File: src/rtl/ace_pkg.sv
// Shared types and constants of the ARP cache engine.
`default_nettype none
package ace_pkg;

	// Input item kinds.
	localparam logic [1:0] FN_RESOLVE = 2'd0;
	localparam logic [1:0] FN_LEARN   = 2'd1;
	localparam logic [1:0] FN_TICK    = 2'd2;

	// Result kinds.
	localparam logic [2:0] K_DONE = 3'd0;
	localparam logic [2:0] K_TX   = 3'd1;
	localparam logic [2:0] K_REL  = 3'd2;
	localparam logic [2:0] K_REQ  = 3'd3;
	localparam logic [2:0] K_REP  = 3'd4;

	// Done status codes.
	localparam logic [1:0] ST_OK       = 2'd0;
	localparam logic [1:0] ST_BAD_ARP  = 2'd1;
	localparam logic [1:0] ST_NO_ENTRY = 2'd2;

	// Classified command codes handed from front to back.
	localparam logic [2:0] OP_NOP       = 3'd0;
	localparam logic [2:0] OP_DIRECT    = 3'd1;
	localparam logic [2:0] OP_RESOLVE   = 3'd2;
	localparam logic [2:0] OP_LEARN     = 3'd3;
	localparam logic [2:0] OP_LEARN_BAD = 3'd4;
	localparam logic [2:0] OP_TICK      = 3'd5;

	// ARP header constants.
	localparam logic [15:0] ARP_HW_ETHER  = 16'h0001;
	localparam logic [15:0] ARP_PROTO_IP4 = 16'h0800;
	localparam logic [7:0]  ARP_HW_LEN    = 8'd6;
	localparam logic [7:0]  ARP_PROTO_LEN = 8'd4;
	localparam logic [15:0] ARP_OP_REQ    = 16'd1;
	localparam logic [10:0] ARP_MIN_LEN   = 11'd28;
	localparam logic [7:0]  MCAST_LO      = 8'd224;
	localparam logic [7:0]  MCAST_HI      = 8'd239;
	localparam logic [23:0] MCAST_OUI     = 24'h01005E;

	// Configuration register indexes.
	localparam logic [1:0] REG_LOCAL_IP = 2'd0;
	localparam logic [1:0] REG_LIFETIME = 2'd1;
	localparam logic [1:0] REG_RETRY    = 2'd2;
	localparam logic [1:0] REG_MAX_RTY  = 2'd3;

	typedef struct packed {
		logic [1:0]  func;
		logic [31:0] now;
		logic [31:0] ip_addr;
		logic [47:0] sender_mac;
		logic [7:0]  packet_handle;
		logic [15:0] hw_type;
		logic [15:0] proto_type;
		logic [7:0]  hw_len;
		logic [7:0]  proto_len;
		logic [15:0] arp_oper;
		logic [31:0] tgt_ip_addr;
		logic [10:0] frame_length;
	} item_t;

	typedef struct packed {
		logic [2:0]  kind;
		logic [7:0]  out_handle;
		logic [47:0] dest_mac;
		logic [31:0] dest_ip;
		logic [1:0]  status;
		logic        last;
	} result_t;

	typedef struct packed {
		logic [2:0]  op;
		logic [31:0] now;
		logic [31:0] ip;
		logic [47:0] mac;
		logic [7:0]  handle;
		logic [31:0] tgt_ip_addr;
		logic        is_req;
	} cmd_t;

	typedef struct packed {
		logic [31:0] local_ip;
		logic [30:0] lifetime;
		logic [30:0] retry_interval;
		logic [7:0]  max_retries;
	} cfg_t;

endpackage
`default_nettype wire

File: src/rtl/ace_front.sv
// Front part: accepts input items, classifies them and queues commands.
`default_nettype none
module ace_front
	import ace_pkg::*;
(
	input  wire logic  clk,
	input  wire logic  arst_n,
	input  wire logic  push,
	output logic       full,
	input  wire item_t item,
	output logic       cmd_valid,
	output cmd_t       cmd,
	input  wire logic  cmd_pop
);

	cmd_t       cls;
	cmd_t       mem_q [2];
	logic       wptr_q;
	logic       rptr_q;
	logic [1:0] count_q;
	logic       wr;
	logic       rd;
	logic       hdr_ok;
	logic [7:0] top;

	// Classification of the incoming item.
	always_comb begin
		top    = item.ip_addr[31:24];
		hdr_ok = (item.frame_length >= ARP_MIN_LEN) && (item.hw_type == ARP_HW_ETHER) &&
			(item.proto_type == ARP_PROTO_IP4) && (item.hw_len == ARP_HW_LEN) &&
			(item.proto_len == ARP_PROTO_LEN);
		cls             = '0;
		cls.now         = item.now;
		cls.ip          = item.ip_addr;
		cls.mac         = item.sender_mac;
		cls.handle      = item.packet_handle;
		cls.tgt_ip_addr = item.tgt_ip_addr;
		cls.is_req      = (item.arp_oper == ARP_OP_REQ);
		unique case (item.func)
			FN_RESOLVE: begin
				if (item.ip_addr == '1) begin
					cls.op  = OP_DIRECT;
					cls.mac = '1;
				end else if (top >= MCAST_LO && top <= MCAST_HI) begin
					cls.op  = OP_DIRECT;
					cls.mac = {MCAST_OUI, 1'b0, item.ip_addr[22:0]};
				end else begin
					cls.op = OP_RESOLVE;
				end
			end
			FN_LEARN: cls.op = hdr_ok ? OP_LEARN : OP_LEARN_BAD;
			FN_TICK:  cls.op = OP_TICK;
			default:  cls.op = OP_NOP;
		endcase
	end

	assign full      = (count_q == 2'd2);
	assign cmd_valid = (count_q != 2'd0);
	assign cmd       = mem_q[rptr_q];
	assign wr        = push && !full;
	assign rd        = cmd_pop && cmd_valid;

	// Two-entry command queue.
	always_ff @(posedge clk or negedge arst_n) begin
		if (!arst_n) begin
			wptr_q  <= 1'b0;
			rptr_q  <= 1'b0;
			count_q <= 2'd0;
		end else begin
			if (wr) wptr_q <= !wptr_q;
			if (rd) rptr_q <= !rptr_q;
			count_q <= count_q + 2'(wr) - 2'(rd);
		end
	end

	always_ff @(posedge clk) begin
		if (wr) mem_q[wptr_q] <= cls;
	end

endmodule
`default_nettype wire

File: src/rtl/ace_outq.sv
// Two-entry result queue feeding the output side.
`default_nettype none
module ace_outq
	import ace_pkg::*;
(
	input  wire logic    clk,
	input  wire logic    arst_n,
	input  wire logic    wr,
	input  wire result_t wdata,
	output logic         full,
	output logic         empty,
	input  wire logic    pop,
	output result_t      result
);

	result_t    mem_q [2];
	logic       wptr_q;
	logic       rptr_q;
	logic [1:0] count_q;
	logic       we;
	logic       re;

	assign full   = (count_q == 2'd2);
	assign empty  = (count_q == 2'd0);
	assign result = mem_q[rptr_q];
	assign we     = wr && !full;
	assign re     = pop && !empty;

	// Pointers and fill level.
	always_ff @(posedge clk or negedge arst_n) begin
		if (!arst_n) begin
			wptr_q  <= 1'b0;
			rptr_q  <= 1'b0;
			count_q <= 2'd0;
		end else begin
			if (we) wptr_q <= !wptr_q;
			if (re) rptr_q <= !rptr_q;
			count_q <= count_q + 2'(we) - 2'(re);
		end
	end

	always_ff @(posedge clk) begin
		if (we) mem_q[wptr_q] <= wdata;
	end

endmodule
`default_nettype wire

File: src/rtl/ace_back.sv
// Back part: walks the neighbour table and produces result beats.
`default_nettype none
module ace_back
	import ace_pkg::*;
#(
	parameter int CACHE_ENTRIES = 8,
	parameter int HANDLE_BITS   = 8
) (
	input  wire logic  clk,
	input  wire logic  arst_n,
	input  wire cfg_t  cfg,
	input  wire logic  cmd_valid,
	input  wire cmd_t  cmd,
	output logic       cmd_pop,
	output logic       opush,
	output result_t    obeat,
	input  wire logic  ofull
);

	localparam int IW = (CACHE_ENTRIES > 1) ? $clog2(CACHE_ENTRIES) : 1;
	localparam logic [IW-1:0] LAST_IDX = IW'(CACHE_ENTRIES - 1);

	localparam logic [1:0] E_FREE = 2'd0;
	localparam logic [1:0] E_PEND = 2'd1;
	localparam logic [1:0] E_RES  = 2'd2;

	localparam logic [2:0] S_IDLE   = 3'd0;
	localparam logic [2:0] S_SCAN   = 3'd1;
	localparam logic [2:0] S_DECIDE = 3'd2;
	localparam logic [2:0] S_EVICT  = 3'd3;
	localparam logic [2:0] S_MAIN   = 3'd4;
	localparam logic [2:0] S_REPLY  = 3'd5;
	localparam logic [2:0] S_TICK   = 3'd6;
	localparam logic [2:0] S_DONE   = 3'd7;

	localparam logic [1:0] M_HIT   = 2'd0;
	localparam logic [1:0] M_FOUND = 2'd1;
	localparam logic [1:0] M_ALLOC = 2'd2;
	localparam logic [1:0] M_NONE  = 2'd3;

	localparam logic [31:0] SIGN = 32'h8000_0000;

	// Neighbour table.
	logic [1:0]             st_tab_q  [CACHE_ENTRIES];
	logic [31:0]            ip_tab_q  [CACHE_ENTRIES];
	logic [47:0]            mac_tab_q [CACHE_ENTRIES];
	logic [31:0]            exp_tab_q [CACHE_ENTRIES];
	logic [31:0]            rty_tab_q [CACHE_ENTRIES];
	logic [7:0]             rr_tab_q  [CACHE_ENTRIES];
	logic [HANDLE_BITS-1:0] ph_tab_q  [CACHE_ENTRIES];
	logic [CACHE_ENTRIES-1:0] pv_q;

	logic [2:0]  st_q;
	cmd_t        cmd_q;
	logic [IW-1:0] cnt_q;
	logic [IW-1:0] tgt_q;
	logic [1:0]  mode_q;
	logic        vfree_q;
	logic [1:0]  status_q;

	// Scan findings.
	logic          hit_f_q, fnd_f_q, free_f_q, res_f_q, pen_f_q;
	logic [IW-1:0] hit_i_q, fnd_i_q, free_i_q, res_i_q, pen_i_q;
	logic [31:0]   res_v_q, pen_v_q;

	logic [IW-1:0]          rd_idx;
	logic [1:0]             rd_st;
	logic [31:0]            rd_ip;
	logic [47:0]            rd_mac;
	logic [31:0]            rd_exp;
	logic [31:0]            rd_rty;
	logic [7:0]             rd_rr;
	logic                   rd_pv;
	logic [HANDLE_BITS-1:0] rd_ph;
	logic [HANDLE_BITS-1:0] hnd;
	logic [31:0]            v_res;
	logic [31:0]            v_pen;
	logic                   ip_eq;
	logic                   rty_due;
	logic                   exp_due;
	logic                   emit;
	logic                   adv;
	logic                   is_learn;

	// Single read port of the table.
	always_comb begin
		rd_idx = (st_q == S_SCAN || st_q == S_TICK) ? cnt_q : tgt_q;
		rd_st  = st_tab_q[rd_idx];
		rd_ip  = ip_tab_q[rd_idx];
		rd_mac = mac_tab_q[rd_idx];
		rd_exp = exp_tab_q[rd_idx];
		rd_rty = rty_tab_q[rd_idx];
		rd_rr  = rr_tab_q[rd_idx];
		rd_pv  = pv_q[rd_idx];
		rd_ph  = ph_tab_q[rd_idx];
	end

	// Deadline arithmetic for the entry under the read port.
	always_comb begin
		hnd      = HANDLE_BITS'(cmd_q.handle);
		is_learn = (cmd_q.op == OP_LEARN);
		ip_eq    = (rd_ip == cmd_q.ip);
		v_res    = (rd_exp - cmd_q.now) ^ SIGN;
		v_pen    = (rd_rty - cmd_q.now) ^ SIGN;
		rty_due  = ((cmd_q.now - rd_rty) & SIGN) == '0;
		exp_due  = ((cmd_q.now - rd_exp) & SIGN) == '0;
	end

	// Result beat selection for the current step.
	always_comb begin
		emit  = 1'b0;
		obeat = '0;
		unique case (st_q)
			S_EVICT: begin
				obeat.kind       = K_REL;
				obeat.out_handle = 8'(rd_ph);
				emit = rd_pv && ((!is_learn && mode_q == M_FOUND) ||
					(mode_q == M_ALLOC && !vfree_q));
			end
			S_MAIN: begin
				if (cmd_q.op == OP_DIRECT) begin
					emit             = 1'b1;
					obeat.kind       = K_TX;
					obeat.out_handle = 8'(hnd);
					obeat.dest_mac   = cmd_q.mac;
				end else if (is_learn) begin
					emit             = (mode_q == M_FOUND) && rd_pv;
					obeat.kind       = K_TX;
					obeat.out_handle = 8'(rd_ph);
					obeat.dest_mac   = cmd_q.mac;
				end else begin
					case (mode_q)
						M_HIT: begin
							emit             = 1'b1;
							obeat.kind       = K_TX;
							obeat.out_handle = 8'(hnd);
							obeat.dest_mac   = rd_mac;
						end
						M_NONE: begin
							emit             = 1'b1;
							obeat.kind       = K_REL;
							obeat.out_handle = 8'(hnd);
						end
						M_ALLOC: begin
							emit          = 1'b1;
							obeat.kind    = K_REQ;
							obeat.dest_ip = cmd_q.ip;
						end
						default: emit = 1'b0;
					endcase
				end
			end
			S_REPLY: begin
				emit           = cmd_q.is_req;
				obeat.kind     = K_REP;
				obeat.dest_mac = cmd_q.mac;
				obeat.dest_ip  = cmd_q.ip;
			end
			S_TICK: begin
				if (rd_st == E_PEND && rty_due) begin
					if (rd_rr != 8'd0) begin
						emit          = 1'b1;
						obeat.kind    = K_REQ;
						obeat.dest_ip = rd_ip;
					end else begin
						emit             = rd_pv;
						obeat.kind       = K_REL;
						obeat.out_handle = 8'(rd_ph);
					end
				end
			end
			S_DONE: begin
				emit         = 1'b1;
				obeat.kind   = K_DONE;
				obeat.status = status_q;
				obeat.last   = 1'b1;
			end
			default: emit = 1'b0;
		endcase
		adv     = !emit || !ofull;
		opush   = emit && !ofull;
		cmd_pop = (st_q == S_IDLE) && cmd_valid;
	end

	// Sequencer and scan bookkeeping.
	always_ff @(posedge clk or negedge arst_n) begin
		if (!arst_n) begin
			st_q <= S_IDLE;
		end else begin
			unique case (st_q)
				S_IDLE: begin
					if (cmd_valid) begin
						case (cmd.op)
							OP_DIRECT:  st_q <= S_MAIN;
							OP_RESOLVE: st_q <= S_SCAN;
							OP_LEARN:   st_q <= (cmd.tgt_ip_addr == cfg.local_ip) ?
								S_SCAN : S_DONE;
							OP_TICK:    st_q <= S_TICK;
							default:    st_q <= S_DONE;
						endcase
					end
				end
				S_SCAN:   if (cnt_q == LAST_IDX) st_q <= S_DECIDE;
				S_DECIDE: st_q <= S_EVICT;
				S_EVICT:  if (adv) st_q <= S_MAIN;
				S_MAIN:   if (adv) st_q <= is_learn ? S_REPLY : S_DONE;
				S_REPLY:  if (adv) st_q <= S_DONE;
				S_TICK:   if (adv && cnt_q == LAST_IDX) st_q <= S_DONE;
				S_DONE:   if (adv) st_q <= S_IDLE;
				default:  st_q <= S_IDLE;
			endcase
		end
	end

	always_ff @(posedge clk) begin
		case (st_q)
			S_IDLE: begin
				cmd_q    <= cmd;
				cnt_q    <= '0;
				hit_f_q  <= 1'b0;
				fnd_f_q  <= 1'b0;
				free_f_q <= 1'b0;
				res_f_q  <= 1'b0;
				pen_f_q  <= 1'b0;
				status_q <= (cmd.op == OP_LEARN_BAD) ? ST_BAD_ARP : ST_OK;
			end
			S_SCAN: begin
				cnt_q <= cnt_q + 1'b1;
				if (rd_st != E_FREE && ip_eq && !fnd_f_q) begin
					fnd_f_q <= 1'b1;
					fnd_i_q <= cnt_q;
				end
				if (rd_st == E_RES && ip_eq && !hit_f_q) begin
					hit_f_q <= 1'b1;
					hit_i_q <= cnt_q;
				end
				if (rd_st == E_FREE && !free_f_q) begin
					free_f_q <= 1'b1;
					free_i_q <= cnt_q;
				end
				if (rd_st == E_RES && (!res_f_q || v_res < res_v_q)) begin
					res_f_q <= 1'b1;
					res_i_q <= cnt_q;
					res_v_q <= v_res;
				end
				if (rd_st == E_PEND && (!pen_f_q || v_pen < pen_v_q)) begin
					pen_f_q <= 1'b1;
					pen_i_q <= cnt_q;
					pen_v_q <= v_pen;
				end
			end
			S_DECIDE: begin
				vfree_q <= free_f_q;
				if (!is_learn && hit_f_q) begin
					mode_q <= M_HIT;
					tgt_q  <= hit_i_q;
				end else if (fnd_f_q) begin
					mode_q <= M_FOUND;
					tgt_q  <= fnd_i_q;
				end else if (free_f_q) begin
					mode_q <= M_ALLOC;
					tgt_q  <= free_i_q;
				end else if (res_f_q) begin
					mode_q <= M_ALLOC;
					tgt_q  <= res_i_q;
				end else if (pen_f_q) begin
					mode_q <= M_ALLOC;
					tgt_q  <= pen_i_q;
				end else begin
					mode_q <= M_NONE;
					if (!is_learn) status_q <= ST_NO_ENTRY;
				end
			end
			S_TICK: if (adv) cnt_q <= cnt_q + 1'b1;
			default: ;
		endcase
	end

	// Table state with reset: entry state and parked flags.
	always_ff @(posedge clk or negedge arst_n) begin
		if (!arst_n) begin
			for (int i = 0; i < CACHE_ENTRIES; i++) st_tab_q[i] <= E_FREE;
			pv_q <= '0;
		end else if (adv) begin
			if (st_q == S_MAIN && cmd_q.op != OP_DIRECT) begin
				if (is_learn && mode_q != M_NONE) begin
					st_tab_q[tgt_q] <= E_RES;
					pv_q[tgt_q]     <= 1'b0;
				end else if (!is_learn && mode_q == M_FOUND) begin
					pv_q[tgt_q] <= 1'b1;
				end else if (!is_learn && mode_q == M_ALLOC) begin
					st_tab_q[tgt_q] <= E_PEND;
					pv_q[tgt_q]     <= 1'b1;
				end
			end else if (st_q == S_TICK) begin
				if ((rd_st == E_PEND && rty_due && rd_rr == 8'd0) ||
					(rd_st == E_RES && exp_due)) begin
					st_tab_q[cnt_q] <= E_FREE;
					pv_q[cnt_q]     <= 1'b0;
				end
			end
		end
	end

	// Table payload.
	always_ff @(posedge clk) begin
		if (adv) begin
			if (st_q == S_MAIN && cmd_q.op != OP_DIRECT) begin
				if (is_learn && mode_q != M_NONE) begin
					ip_tab_q[tgt_q]  <= cmd_q.ip;
					mac_tab_q[tgt_q] <= cmd_q.mac;
					exp_tab_q[tgt_q] <= cmd_q.now + {1'b0, cfg.lifetime};
				end else if (!is_learn && mode_q == M_FOUND) begin
					ph_tab_q[tgt_q] <= hnd;
				end else if (!is_learn && mode_q == M_ALLOC) begin
					ip_tab_q[tgt_q]  <= cmd_q.ip;
					exp_tab_q[tgt_q] <= cmd_q.now + {1'b0, cfg.lifetime};
					rty_tab_q[tgt_q] <= cmd_q.now + {1'b0, cfg.retry_interval};
					rr_tab_q[tgt_q]  <= cfg.max_retries;
					ph_tab_q[tgt_q]  <= hnd;
				end
			end else if (st_q == S_TICK) begin
				if (rd_st == E_PEND && rty_due && rd_rr != 8'd0) begin
					rr_tab_q[cnt_q]  <= rd_rr - 8'd1;
					rty_tab_q[cnt_q] <= cmd_q.now + {1'b0, cfg.retry_interval};
				end
			end
		end
	end

`ifndef SYNTHESIS
	a_done_to_idle: assert property (@(posedge clk) disable iff (!arst_n)
		(opush && obeat.last) |=> (st_q == S_IDLE))
		else $error("done beat did not return the sequencer to idle");
	a_pop_idle: assert property (@(posedge clk) disable iff (!arst_n)
		cmd_pop |-> (st_q == S_IDLE))
		else $error("command taken while busy");
	a_scan_range: assert property (@(posedge clk) disable iff (!arst_n)
		(st_q == S_SCAN || st_q == S_TICK) |-> (cnt_q <= LAST_IDX))
		else $error("walk index beyond table");
	a_last_only_done: assert property (@(posedge clk) disable iff (!arst_n)
		opush |-> (obeat.last == (st_q == S_DONE)))
		else $error("last flag on a beat other than done");
`endif

endmodule
`default_nettype wire

File: src/rtl/arp_cache_engine_top.sv
// Top level of the ARP cache engine: configuration registers and part wiring.
//
// Channel   Direction  Handshake          Payload
// item      in         push / full        item_t
// result    out        empty / pop        result_t
// config    in/out     APB psel/penable   pwdata / prdata
//
// A resolve that is not broadcast or multicast and a learn addressed to the local IP
// walk the table through its single read port, one entry a cycle; a tick walks it
// likewise, but holds on an entry whose beat meets a full result queue.
// Direct resolves, bad frames and foreign learns skip the walk.
// Reset clears all entries at once; no clearing pass is needed.
// A full result queue stalls the tick walk and every beat; the two-entry command queue
// accepts items meanwhile until it holds two.
`default_nettype none
module arp_cache_engine_top
	import ace_pkg::*;
#(
	parameter int CACHE_ENTRIES = 8,
	parameter int HANDLE_BITS   = 8
) (
	input  wire logic        clk,
	input  wire logic        arst_n,
	input  wire logic        push,
	output logic             full,
	input  wire item_t       item,
	output logic             empty,
	input  wire logic        pop,
	output result_t          result,
	input  wire logic        psel,
	input  wire logic        penable,
	input  wire logic        pwrite,
	input  wire logic [3:0]  paddr,
	input  wire logic [31:0] pwdata,
	output logic [31:0]      prdata,
	output logic             pready
);

	cfg_t    cfg_q;
	logic    cmd_valid;
	cmd_t    cmd;
	logic    cmd_pop;
	logic    opush;
	result_t obeat;
	logic    ofull;

	assign pready = 1'b1;

	// Configuration register writes.
	always_ff @(posedge clk or negedge arst_n) begin
		if (!arst_n) begin
			cfg_q.local_ip       <= '0;
			cfg_q.lifetime       <= 31'd60000;
			cfg_q.retry_interval <= 31'd1000;
			cfg_q.max_retries    <= 8'd3;
		end else if (psel && penable && pwrite) begin
			unique case (paddr[3:2])
				REG_LOCAL_IP: cfg_q.local_ip       <= pwdata;
				REG_LIFETIME: cfg_q.lifetime       <= pwdata[30:0];
				REG_RETRY:    cfg_q.retry_interval <= pwdata[30:0];
				REG_MAX_RTY:  cfg_q.max_retries    <= pwdata[7:0];
				default: ;
			endcase
		end
	end

	// Register read-back.
	always_comb begin
		unique case (paddr[3:2])
			REG_LOCAL_IP: prdata = cfg_q.local_ip;
			REG_LIFETIME: prdata = {1'b0, cfg_q.lifetime};
			REG_RETRY:    prdata = {1'b0, cfg_q.retry_interval};
			REG_MAX_RTY:  prdata = {24'd0, cfg_q.max_retries};
			default:      prdata = '0;
		endcase
	end

	ace_front u_front (
		.clk       (clk),
		.arst_n    (arst_n),
		.push      (push),
		.full      (full),
		.item      (item),
		.cmd_valid (cmd_valid),
		.cmd       (cmd),
		.cmd_pop   (cmd_pop)
	);

	ace_back #(
		.CACHE_ENTRIES (CACHE_ENTRIES),
		.HANDLE_BITS   (HANDLE_BITS)
	) u_back (
		.clk       (clk),
		.arst_n    (arst_n),
		.cfg       (cfg_q),
		.cmd_valid (cmd_valid),
		.cmd       (cmd),
		.cmd_pop   (cmd_pop),
		.opush     (opush),
		.obeat     (obeat),
		.ofull     (ofull)
	);

	ace_outq u_outq (
		.clk    (clk),
		.arst_n (arst_n),
		.wr     (opush),
		.wdata  (obeat),
		.full   (ofull),
		.empty  (empty),
		.pop    (pop),
		.result (result)
	);

endmodule
`default_nettype wire
File: config.mk
export PLATFORM = sky130hd
export DESIGN_NAME = arp_cache_engine_top
export DESIGN_NICKNAME = d
export VERILOG_FILES = /design/src/rtl/ace_pkg.sv /design/src/rtl/ace_front.sv /design/src/rtl/ace_outq.sv /design/src/rtl/ace_back.sv /design/src/rtl/arp_cache_engine_top.sv
export SDC_FILE = /design/constraint.sdc
export NUM_CORES = 2
export LEC_CHECK = 0
export BUFFER_PORTS_ARGS = -buffer_cell sky130_fd_sc_hd__buf_4
export CORE_MARGIN = 2
export CORE_UTILIZATION = 40
export CTS_CLUSTER_DIAMETER = 80
export DETAILED_ROUTE_END_ITERATION = 6
export PLACE_DENSITY = 0.6
export SYNTH_ARGS = -nofsm -noshare
export SYNTH_HDL_FRONTEND = slang
export SYNTH_SLANG_ARGS = --single-unit
File: constraint.sdc
create_clock -name clk -period 15.93 [get_ports clk]
set_clock_uncertainty 0.05 [all_clocks]
set_input_delay 3.186 -clock clk [delete_from_list [all_inputs] [get_ports clk]]
set_output_delay 3.186 -clock clk [all_outputs]
set_load 0.02 [all_outputs]
# --- After elaboration in Yosys (flattened, before gate mapping) ---
# Memories as Yosys holds them, arrays and structs flattened.
# Cells that the tools add are included.
word_totals:
  ff_bits: 356
  ram_bits: 1780
  inputBits: 272
  wordCells: 391
  n_memories: 8
op_classes:
  n_addsub: 12
  n_lt_le_gt_ge: 15
  n_eq_ne: 59
  n_mux: 131
  bitwise_logic: 21
  n_reduce_logical: 101
memory_table:
  columns: ["memory", "depth", "word_bits", "rd", "rd_clocked_by_memory_dff", "wr", "line", "rtl"]
  rows:
  - ["u_back.mac_tab_q", 8, 48, 1, 0, 1, "ace_back.sv:46", "logic [47:0] mac_tab_q [CACHE_ENTRIES];"]
  - ["u_front.mem_q", 2, 156, 1, 0, 1, "ace_front.sv:17", "cmd_t mem_q [2];"]
  - ["u_back.exp_tab_q", 8, 32, 1, 0, 1, "ace_back.sv:47", "logic [31:0] exp_tab_q [CACHE_ENTRIES];"]
  - ["u_back.ip_tab_q", 8, 32, 1, 0, 1, "ace_back.sv:45", "logic [31:0] ip_tab_q [CACHE_ENTRIES];"]
  - ["u_back.rty_tab_q", 8, 32, 1, 0, 1, "ace_back.sv:48", "logic [31:0] rty_tab_q [CACHE_ENTRIES];"]
  - ["u_outq.mem_q", 2, 94, 1, 0, 1, "ace_outq.sv:16", "result_t mem_q [2];"]
  - ["+2 memories", null, null, null, null, null, null, null]
op_table:
  columns: ["op", "n"]
  rows:
  - ["$mux 32", 8]
  - ["$mux 48", 4]
  - ["$pmux 32 s4", 1]
  - ["$sub 32x32->32", 4]
  - ["$mux 59", 2]
  - ["$mux 16", 6]
  - ["$pmux 32 s3", 1]
  - ["$pmux 48 s2", 1]
  - ["$mux 8", 10]
  - ["$add 32x31->32", 2]
  - ["$eq 32x32->1", 2]
  - ["$logic_not 32->1", 2]
  - ["$lt 32x32->1", 2]
  - ["$mux 3", 20]
  - ["$mux 1", 43]
  - ["$logic_and 1x1->1", 37]
  - ["$and 8x8->8", 4]
  - ["$eq 16x1->1 const B", 2]
  - ["$eq 32x32->1 const B", 1]
  - ["$not 8->8", 4]
  - ["$reduce_and 2->1", 16]
  - ["$reduce_or 32->1", 1]
  - ["$mux 2", 14]
  - ["$ne 2x2->1 const B", 13]
  - ["other kinds (56)", 139]

# --- Depth between registers and ports, before layout ---
depth:
  ltp_word: 17
  depth_mapped: 38
  depth_no_buf: 29

# --- Cells and area by module ---
# From an unflattened synthesis, not the netlist that was laid out.
unflattened:
  cells_unflattened: 7086
  hier_area_um2: 94565.7
by_module_without_submodules:
  columns: ["mod", "instances", "cells_each", "area_per_inst_um2", "seq_area_each_um2"]
  rows:
  - ["ace_back", 1, 5809, 70410.0, 45688.8]
  - ["ace_front", 1, 653, 12280.5, 9469.1]
  - ["ace_outq", 1, 311, 7191.9, 5745.5]
  - ["arp_cache_engine_top", 1, 313, 4683.2, 2571.2]

# --- Worst setup path before layout ---
# No wires, ideal clock.
synth_timing:
  path_kind: "input -> register"
  startpoint: "in push"
  endpoint: "mem u_front.mem_q[0][0] (netlist bit), enable pin"
  t_arrival_ps: 9750
  required_ps: 15207
  slack_ps: 5457
  stages: 2
  path_cell_list: "nand2_1 nor2_1"
synth_via:
  elab_chain_cells: 3
synth_rtl:
  columns: ["element", "line", "rtl"]
  rows:
  - ["start: declaration", "arp_cache_engine_top.sv:24", "input wire logic push,"]
  - ["$logic_and 1x1->1", "ace_front.sv:60", "assign wr = push && !full;"]
  - ["$mux 1", "ace_front.sv:77", "if (wr) mem_q[wptr_q] <= cls;"]
  - ["$mux 1 (implied by the code)", "ace_front.sv:77", null]
  - ["end: declaration", "ace_front.sv:17", null]
# No other way between the ends.

# --- Worst setup path after layout ---
layout_timing:
  startpoint: "reg u_back.st_q[2]"
  endpoint: "reg u_back.pen_v_q[1], enable pin"
layout_via:
  word_cells_on_any_way: 16
  classes_between: "1 x add/sub; 1 x order compare; 3 x eq/ne; 4 x mux; 2 x bitwise; 4 x reduce/logical; 1 x memory"
layout_rtl:
  columns: ["element", "line", "rtl"]
  rows:
  - ["start: declaration", "ace_back.sv:53", "logic [2:0] st_q;"]
  - ["start signal: assignment", "ace_back.sv:196", "OP_LEARN: st_q <= (cmd.tgt_ip_addr == cfg.local_ip) ?"]
  - ["start signal: assignment", "ace_back.sv:206", "S_MAIN: if (adv) st_q <= is_learn ? S_REPLY : S_DONE;"]
  - ["$eq 3x1->1 / $eq 3x3->1 (equally long branches)", "ace_back.sv:87", "rd_idx = (st_q == S_SCAN || st_q == S_TICK) ? cnt_q : tgt_q;"]
  - ["$logic_or 1x1->1 (*)", "ace_back.sv:87", null]
  - ["$mux 3 (*)", "ace_back.sv:87", null]
  - ["$mem_v2 8x32 (*)", null, null]
  - ["$sub 32x32->32 (*)", "ace_back.sv:104", "v_pen = (rd_rty - cmd_q.now) ^ SIGN;"]
  - ["net u_back.v_pen[28]", "ace_back.sv:77", "logic [31:0] v_pen;"]
  - ["$lt 32x32->1 (*)", "ace_back.sv:246", "if (rd_st == E_PEND && (!pen_f_q || v_pen < pen_v_q)) begin"]
  - ["$logic_or 1x1->1 (*)", "ace_back.sv:246", null]
  - ["$logic_and 1x1->1 (*)", "ace_back.sv:246", null]
  - ["$reduce_and 2->1 (no source line) (*)", null, null]
  - ["end signal: assignment", "ace_back.sv:249", "pen_v_q <= v_pen;"]
  - ["end: declaration", "ace_back.sv:64", "logic [31:0] res_v_q, pen_v_q;"]
# The timed path passes the listed nets; every way through them passes the cells marked *. The select of a mux whose other input is x is not followed.
# A chain may end at the register's enable or synchronous reset.

==> flow_summary.html <==
<table>
<tr><th>Metric</th><th>Value</th></tr>
<tr><th colspan="2">Status</th></tr>
<tr><td>Run status</td><td>completed</td></tr>
<tr><th colspan="2">Global routing</th></tr>
<tr><td>Vias in the first global route</td><td>around 55000</td></tr>
<tr><td>Antenna violations before repair</td><td>8</td></tr>
<tr><td>Maximum number of pins on one net before global-route repair</td><td>between 100 and 150</td></tr>
<tr><td>First-pass GRT wire length</td><td>356.7 mm</td></tr>
<tr><td>Overall Global Routing Usage</td><td>0.2012</td></tr>
<tr><td>Leftover overflow at the end of global routing</td><td>0</td></tr>
<tr><th colspan="2">Synth</th></tr>
<tr><td>Portion of the post-synthesis area used by sequential elements</td><td>0.6778</td></tr>
<tr><td>Number of enable-type register cells in the synthesized netlist</td><td>around 2000</td></tr>
<tr><td>Synthesis Warnings</td><td>0</td></tr>
<tr><td>Distinct cell type count of the synthesized netlist</td><td>99</td></tr>
<tr><td>Post-synth top area share</td><td>0.6410</td></tr>
<tr><td>Most frequent cell after synthesis</td><td>sky130_fd_sc_hd__edfxtp_1</td></tr>
<tr><td>Syn_nets</td><td>around 7000</td></tr>
<tr><td>Top cells by instance count after synthesis</td><td>1999 x sky130_fd_sc_hd__edfxtp_1, 824 x sky130_fd_sc_hd__nand2_1, 327 x sky130_fd_sc_hd__mux2_2</td></tr>
<tr><td>Total standard cell area after synthesis</td><td>between 90000 and 100000 µm²</td></tr>
<tr><td>Most frequently used flop master after synthesis</td><td>sky130_fd_sc_hd__edfxtp_1</td></tr>
<tr><td>Synthesized netlist cell count</td><td>approximately 6300</td></tr>
<tr><td>Number of flip-flops and latches in the synthesized netlist</td><td>around 2100</td></tr>
<tr><td>Most area-consuming cells after synthesis</td><td>sky130_fd_sc_hd__edfxtp_1 64%, sky130_fd_sc_hd__mux4_2 5.1%, sky130_fd_sc_hd__mux2_2 3.9%</td></tr>
<tr><td>Dominant cell type by area after synthesis</td><td>sky130_fd_sc_hd__edfxtp_1</td></tr>
<tr><td>Avg Cell Area, Syn</td><td>~15 µm²</td></tr>
<tr><td>Async set-reset flop share out of synthesis</td><td>0.06414</td></tr>
<tr><th colspan="2">Drt</th></tr>
<tr><td>Post-detailed-routing wire length</td><td>roughly 240 mm</td></tr>
<tr><td>Total iterations of the first detailed-routing run</td><td>6</td></tr>
<tr><td>Number of DRC violations after detailed routing</td><td>0</td></tr>
<tr><td>DR vias</td><td>around 55000</td></tr>
<tr><td>Number of DRC markers after the initial detailed-route iteration</td><td>~4800</td></tr>
<tr><td>Antenna Nets Post-Route</td><td>0</td></tr>
<tr><td>Vias per inst</td><td>approximately 5.4</td></tr>
<tr><td>Routed wirelength normalized by instance count</td><td>roughly 24 µm</td></tr>
<tr><th colspan="2">Floorplanning</th></tr>
<tr><td>Core ar.</td><td>about 230000 µm²</td></tr>
<tr><td>I/O pin count</td><td>approximately 400</td></tr>
<tr><td>Initial cell density of the core</td><td>0.4023</td></tr>
<tr><td>Standard-cell row count</td><td>between 150 and 200</td></tr>
<tr><td>Die boundary height</td><td>~490 µm</td></tr>
<tr><td>Die footprint</td><td>about 240000 µm²</td></tr>
<tr><td>X dimension of the die</td><td>approximately 490 µm</td></tr>
<tr><th colspan="2">Clocking</th></tr>
<tr><td>Clock H-tree levels</td><td>4</td></tr>
<tr><td>Buffers inserted by post-CTS timing repair</td><td>0</td></tr>
<tr><td>Cell at the root of the clock tree</td><td>sky130_fd_sc_hd__clkbuf_16</td></tr>
<tr><td>CTS tree</td><td>done</td></tr>
<tr><td>Clock sink count</td><td>2136</td></tr>
<tr><td>Number of gates given a new drive strength after cts</td><td>0</td></tr>
<tr><td>Clock tree buffer depth</td><td>3</td></tr>
<tr><td>CTS Hold Buffers Added</td><td>0</td></tr>
<tr><td>Worst-path clk slew</td><td>~60 ps</td></tr>
<tr><td>Number of buffers inserted during clock tree synthesis</td><td>between 200 and 250</td></tr>
<tr><td>Worst skew pair latency</td><td>about 870 ps</td></tr>
<tr><th colspan="2">Final layout</th></tr>
<tr><td>Layout fillers</td><td>~20000</td></tr>
<tr><td>Area Growth Syn to Fin</td><td>15.00%</td></tr>
<tr><td>Share of cells above drive strength 1</td><td>0.2127</td></tr>
<tr><td>Net total in the final layout</td><td>between 7000 and 8000</td></tr>
<tr><th colspan="2">STA</th></tr>
<tr><td>Sum of negative setup slack</td><td>0 ps</td></tr>
<tr><td>Slew Limit Headroom</td><td>0.1595</td></tr>
<tr><td>Final Slew Violations</td><td>0</td></tr>
<tr><td>Maximum frequency from static timing analysis</td><td>approximately 0.11 GHz</td></tr>
<tr><td>Period Utilization, post-route</td><td>0.5961</td></tr>
<tr><td>Hold Violations, Final</td><td>0</td></tr>
<tr><td>Worst-case hold slack</td><td>roughly 460 ps</td></tr>
<tr><td>Fin crit period</td><td>roughly 9500 ps</td></tr>
<tr><td>Slew at the pin closest to its max-slew limit</td><td>between 1000 and 1500 ps</td></tr>
<tr><td>Setup repair after global routing missed its margin</td><td>no</td></tr>
<tr><td>Final number of setup-violating endpoints</td><td>0</td></tr>
<tr><th colspan="2">Setup path</th></tr>
<tr><td>Slowest cell delay on critical path</td><td>870 ps</td></tr>
<tr><td>Critical Path Most Common Cell</td><td>sky130_fd_sc_hd__a21o_1</td></tr>
<tr><td>Cell type group with the largest total delay on the critical path</td><td>compound AO/OA/AOI/OAI gates</td></tr>
<tr><td>Worst Path Class, Setup</td><td>flop to flop</td></tr>
<tr><td>Bufs and invs on worst path</td><td>3</td></tr>
<tr><td>Crit path max fanout</td><td>110</td></tr>
<tr><td>Cell with the biggest individual delay on the critical path</td><td>sky130_fd_sc_hd__dfrtp_1</td></tr>
<tr><td>WP data required</td><td>roughly 16000 ps</td></tr>
<tr><td>Category of the worst setup path launch point</td><td>flop</td></tr>
<tr><td>Arrival time of data at the critical path endpoint</td><td>about 10000 ps</td></tr>
<tr><td>Critical path endpoint category</td><td>flop</td></tr>
<tr><th colspan="2">Power and ir drop</th></tr>
<tr><td>Pleak</td><td>38.84 nW</td></tr>
<tr><td>Power Density</td><td>214.2 nW/µm²</td></tr>
<tr><td>Highest ir drop seen on vdd</td><td>approximately 0.00023 V</td></tr>
<tr><th colspan="2">Placement</th></tr>
<tr><td>Global placer's final weighted congestion</td><td>0.8595</td></tr>
<tr><td>Detail Placement HPWL</td><td>between 150 and 200 mm</td></tr>
<tr><td>Port Buffers</td><td>about 400</td></tr>
<tr><th colspan="2">Flow run</th></tr>
<tr><td>Count of max-cap constraint violations</td><td>0</td></tr>
<tr><th colspan="2">Hold path</th></tr>
<tr><td>Class of the most critical hold timing path</td><td>flop to flop</td></tr>
</table>
report_power, final:
| group | switching (mW) | total (mW) | internal [mW] |
|---|---|---|---|
| logic | 6.13 | 9.99 | 3.86 |
| clock network | 2.23 | 5.17 | 2.95 |
| registers | 0.439 | 7.90 | 7.46 |
sequential cells by signal (all words and copies together) (netlist names), 8 cells and up, named ones only:
register,cells
u_back.hnd,8
u_back.ph_tab_q,64
u_back.pen_v_q,32
u_back.cmd_q,116
u_back.mac_tab_q,384
u_back.ip_tab_q,256
u_back.rr_tab_q,64
u_outq.mem_q,188
u_back.res_v_q,32
cfg_q,102
u_back.exp_tab_q,256
u_front.mem_q,312
u_back.rty_tab_q,256
through the flow:
step | cell area (µm²) | utilization | worst slack [ps] | cells | total power [mW]
finish | 107700 | 0.4627 | 6434 | 10065 | 23.07
global route | 107700 | 0.4627 | 5791 | 10064 | 24.43
CTS | 107700 | 0.4626 | 6494 | 10061 | 23.25
detailed placement | 100400 | 0.4311 | 6548 | 9639 | 18.03
global placement | 100400 | 0.4311 | 6682 | 9639 | 17.87
floorplan | 93640 | - | 5457 | 6294 | 15.00
routing by layer:
| layer | track usage | vias to the layer above | wire, µm | part of all wire |
|---|---|---|---|---|
| li1 | - | 24725 | - | - |
| met1 | 0.2793 | 27951 | 106600 | 0.44 |
| met2 | 0.3281 | 1705 | 116200 | 0.48 |
| met3 | 0.03465 | 317 | 15250 | 0.063 |
| met4 | 0.05135 | 2 | 5162 | 0.021 |
| met5 | 0 | - | 13 | 0.000053 |
placed cells by master (no fill, tap or decap), types with 29 or more instances in the layout:
| cell type | n |
|---|---|
| sky130_fd_sc_hd__mux2i_1 | 144 |
| sky130_fd_sc_hd__xnor2_1 | 156 |
| sky130_fd_sc_hd__o211ai_1 | 29 |
| sky130_fd_sc_hd__nand2_1 | 824 |
| sky130_fd_sc_hd__clkinv_2 | 48 |
| sky130_fd_sc_hd__mux2_2 | 327 |
| sky130_fd_sc_hd__xor2_1 | 70 |
| sky130_fd_sc_hd__dfrtp_1 | 120 |
| sky130_fd_sc_hd__nor4_1 | 46 |
| sky130_fd_sc_hd__nand4_1 | 35 |
| sky130_fd_sc_hd__a21oi_1 | 267 |
| sky130_fd_sc_hd__nor2b_1 | 30 |
| sky130_fd_sc_hd__mux4_2 | 210 |
| sky130_fd_sc_hd__o21ai_0 | 239 |
| sky130_fd_sc_hd__buf_4 | 484 |
| sky130_fd_sc_hd__inv_1 | 233 |
| sky130_fd_sc_hd__edfxtp_1 | 1999 |
| sky130_fd_sc_hd__ha_1 | 261 |
| sky130_fd_sc_hd__a22o_1 | 50 |
| sky130_fd_sc_hd__and2_1 | 41 |
| sky130_fd_sc_hd__a21o_1 | 83 |
| sky130_fd_sc_hd__nor2_1 | 178 |
| sky130_fd_sc_hd__clkbuf_1 | 55 |
| sky130_fd_sc_hd__nand3_1 | 211 |
| sky130_fd_sc_hd__clkinv_1 | 31 |
| sky130_fd_sc_hd__nor3_1 | 39 |
| sky130_fd_sc_hd__o21a_1 | 34 |
| sky130_fd_sc_hd__clkbuf_16 | 226 |
| sky130_fd_sc_hd__nand2b_1 | 46 |
cells by family (layout without fill, tap and decap cells):
logic type / count (synthesis) / in the layout / synth area share
XOR/XNOR: 226 / 226 / 0.02114
buffers and inverters: 515 / 1150 / 0.02255
other: 1 / 5 / 0.00004004
adder cells (fa/ha/maj): 265 / 265 / 0.03573
flip-flops: 2136 / 2136 / 0.6778
AO/OA/AOI/OAI: 902 / 902 / 0.06186
AND/OR/NAND/NOR: 1566 / 1566 / 0.07537
multiplexers: 683 / 683 / 0.1055
cell type report:
cell class / count / area, µm² / area share
Antenna cell: 4 / 10.01 / 0.00009295
Clock buffer: 294 / 6041 / 0.05609
Clock inverter: 128 / 1291 / 0.01199
Inverter: 239 / 907.1 / 0.008423
Multi-Input combinational cell: 3643 / 28320 / 0.2629
Sequential cell: 2136 / 63480 / 0.5895
Tap cell: 3132 / 3919 / 0.03639
Timing Repair Buffer: 489 / 3725 / 0.03459
worst register-to-register path, stage by stage (launching register included):
cell,delay [ps]
sky130_fd_sc_hd__dfrtp_1,870
sky130_fd_sc_hd__nand2b_1,380
sky130_fd_sc_hd__o221a_2,390
sky130_fd_sc_hd__o21ai_4,130
sky130_fd_sc_hd__buf_4,610
sky130_fd_sc_hd__buf_12,490
sky130_fd_sc_hd__mux4_2,750
sky130_fd_sc_hd__nand2_1,70
sky130_fd_sc_hd__and2_1,190
sky130_fd_sc_hd__inv_1,60
sky130_fd_sc_hd__ha_1,400
sky130_fd_sc_hd__a21o_1,150
sky130_fd_sc_hd__a21o_1,130
sky130_fd_sc_hd__a21oi_1,90
sky130_fd_sc_hd__a221oi_1,550
sky130_fd_sc_hd__o21bai_1,280
sky130_fd_sc_hd__o21a_1,290
sky130_fd_sc_hd__o41ai_1,520
sky130_fd_sc_hd__a21o_1,190
sky130_fd_sc_hd__a21oi_1,80
sky130_fd_sc_hd__xnor2_1,280
sky130_fd_sc_hd__ha_1,290
sky130_fd_sc_hd__nand4_1,100
sky130_fd_sc_hd__nor2_1,70
sky130_fd_sc_hd__a221oi_1,300
sky130_fd_sc_hd__o221ai_1,220
sky130_fd_sc_hd__a211oi_1,310
sky130_fd_sc_hd__and2_2,810
path summary, 6_finish.rpt:
| check | startpoint | to | slack (ps) | depth (start not counted) |
|---|---|---|---|---|
| max | u_back.st_q[2] | u_back.pen_v_q[1] | 6430 | 27 |
| min | u_front.count_q[1] | u_front.count_q[1] | 460 | 1 |
| max reg2reg | u_back.st_q[2] | u_back.pen_v_q[1] | 6430 | 27 |
| min reg2reg | u_front.count_q[1] | u_front.count_q[1] | 460 | 1 |
| max in group asynchronous | arst_n | cfg_q[76] | 11990 | 2 |
| min in group asynchronous | arst_n | cfg_q[37] | 2340 | 1 |
(Power assumes the default switching activity.)
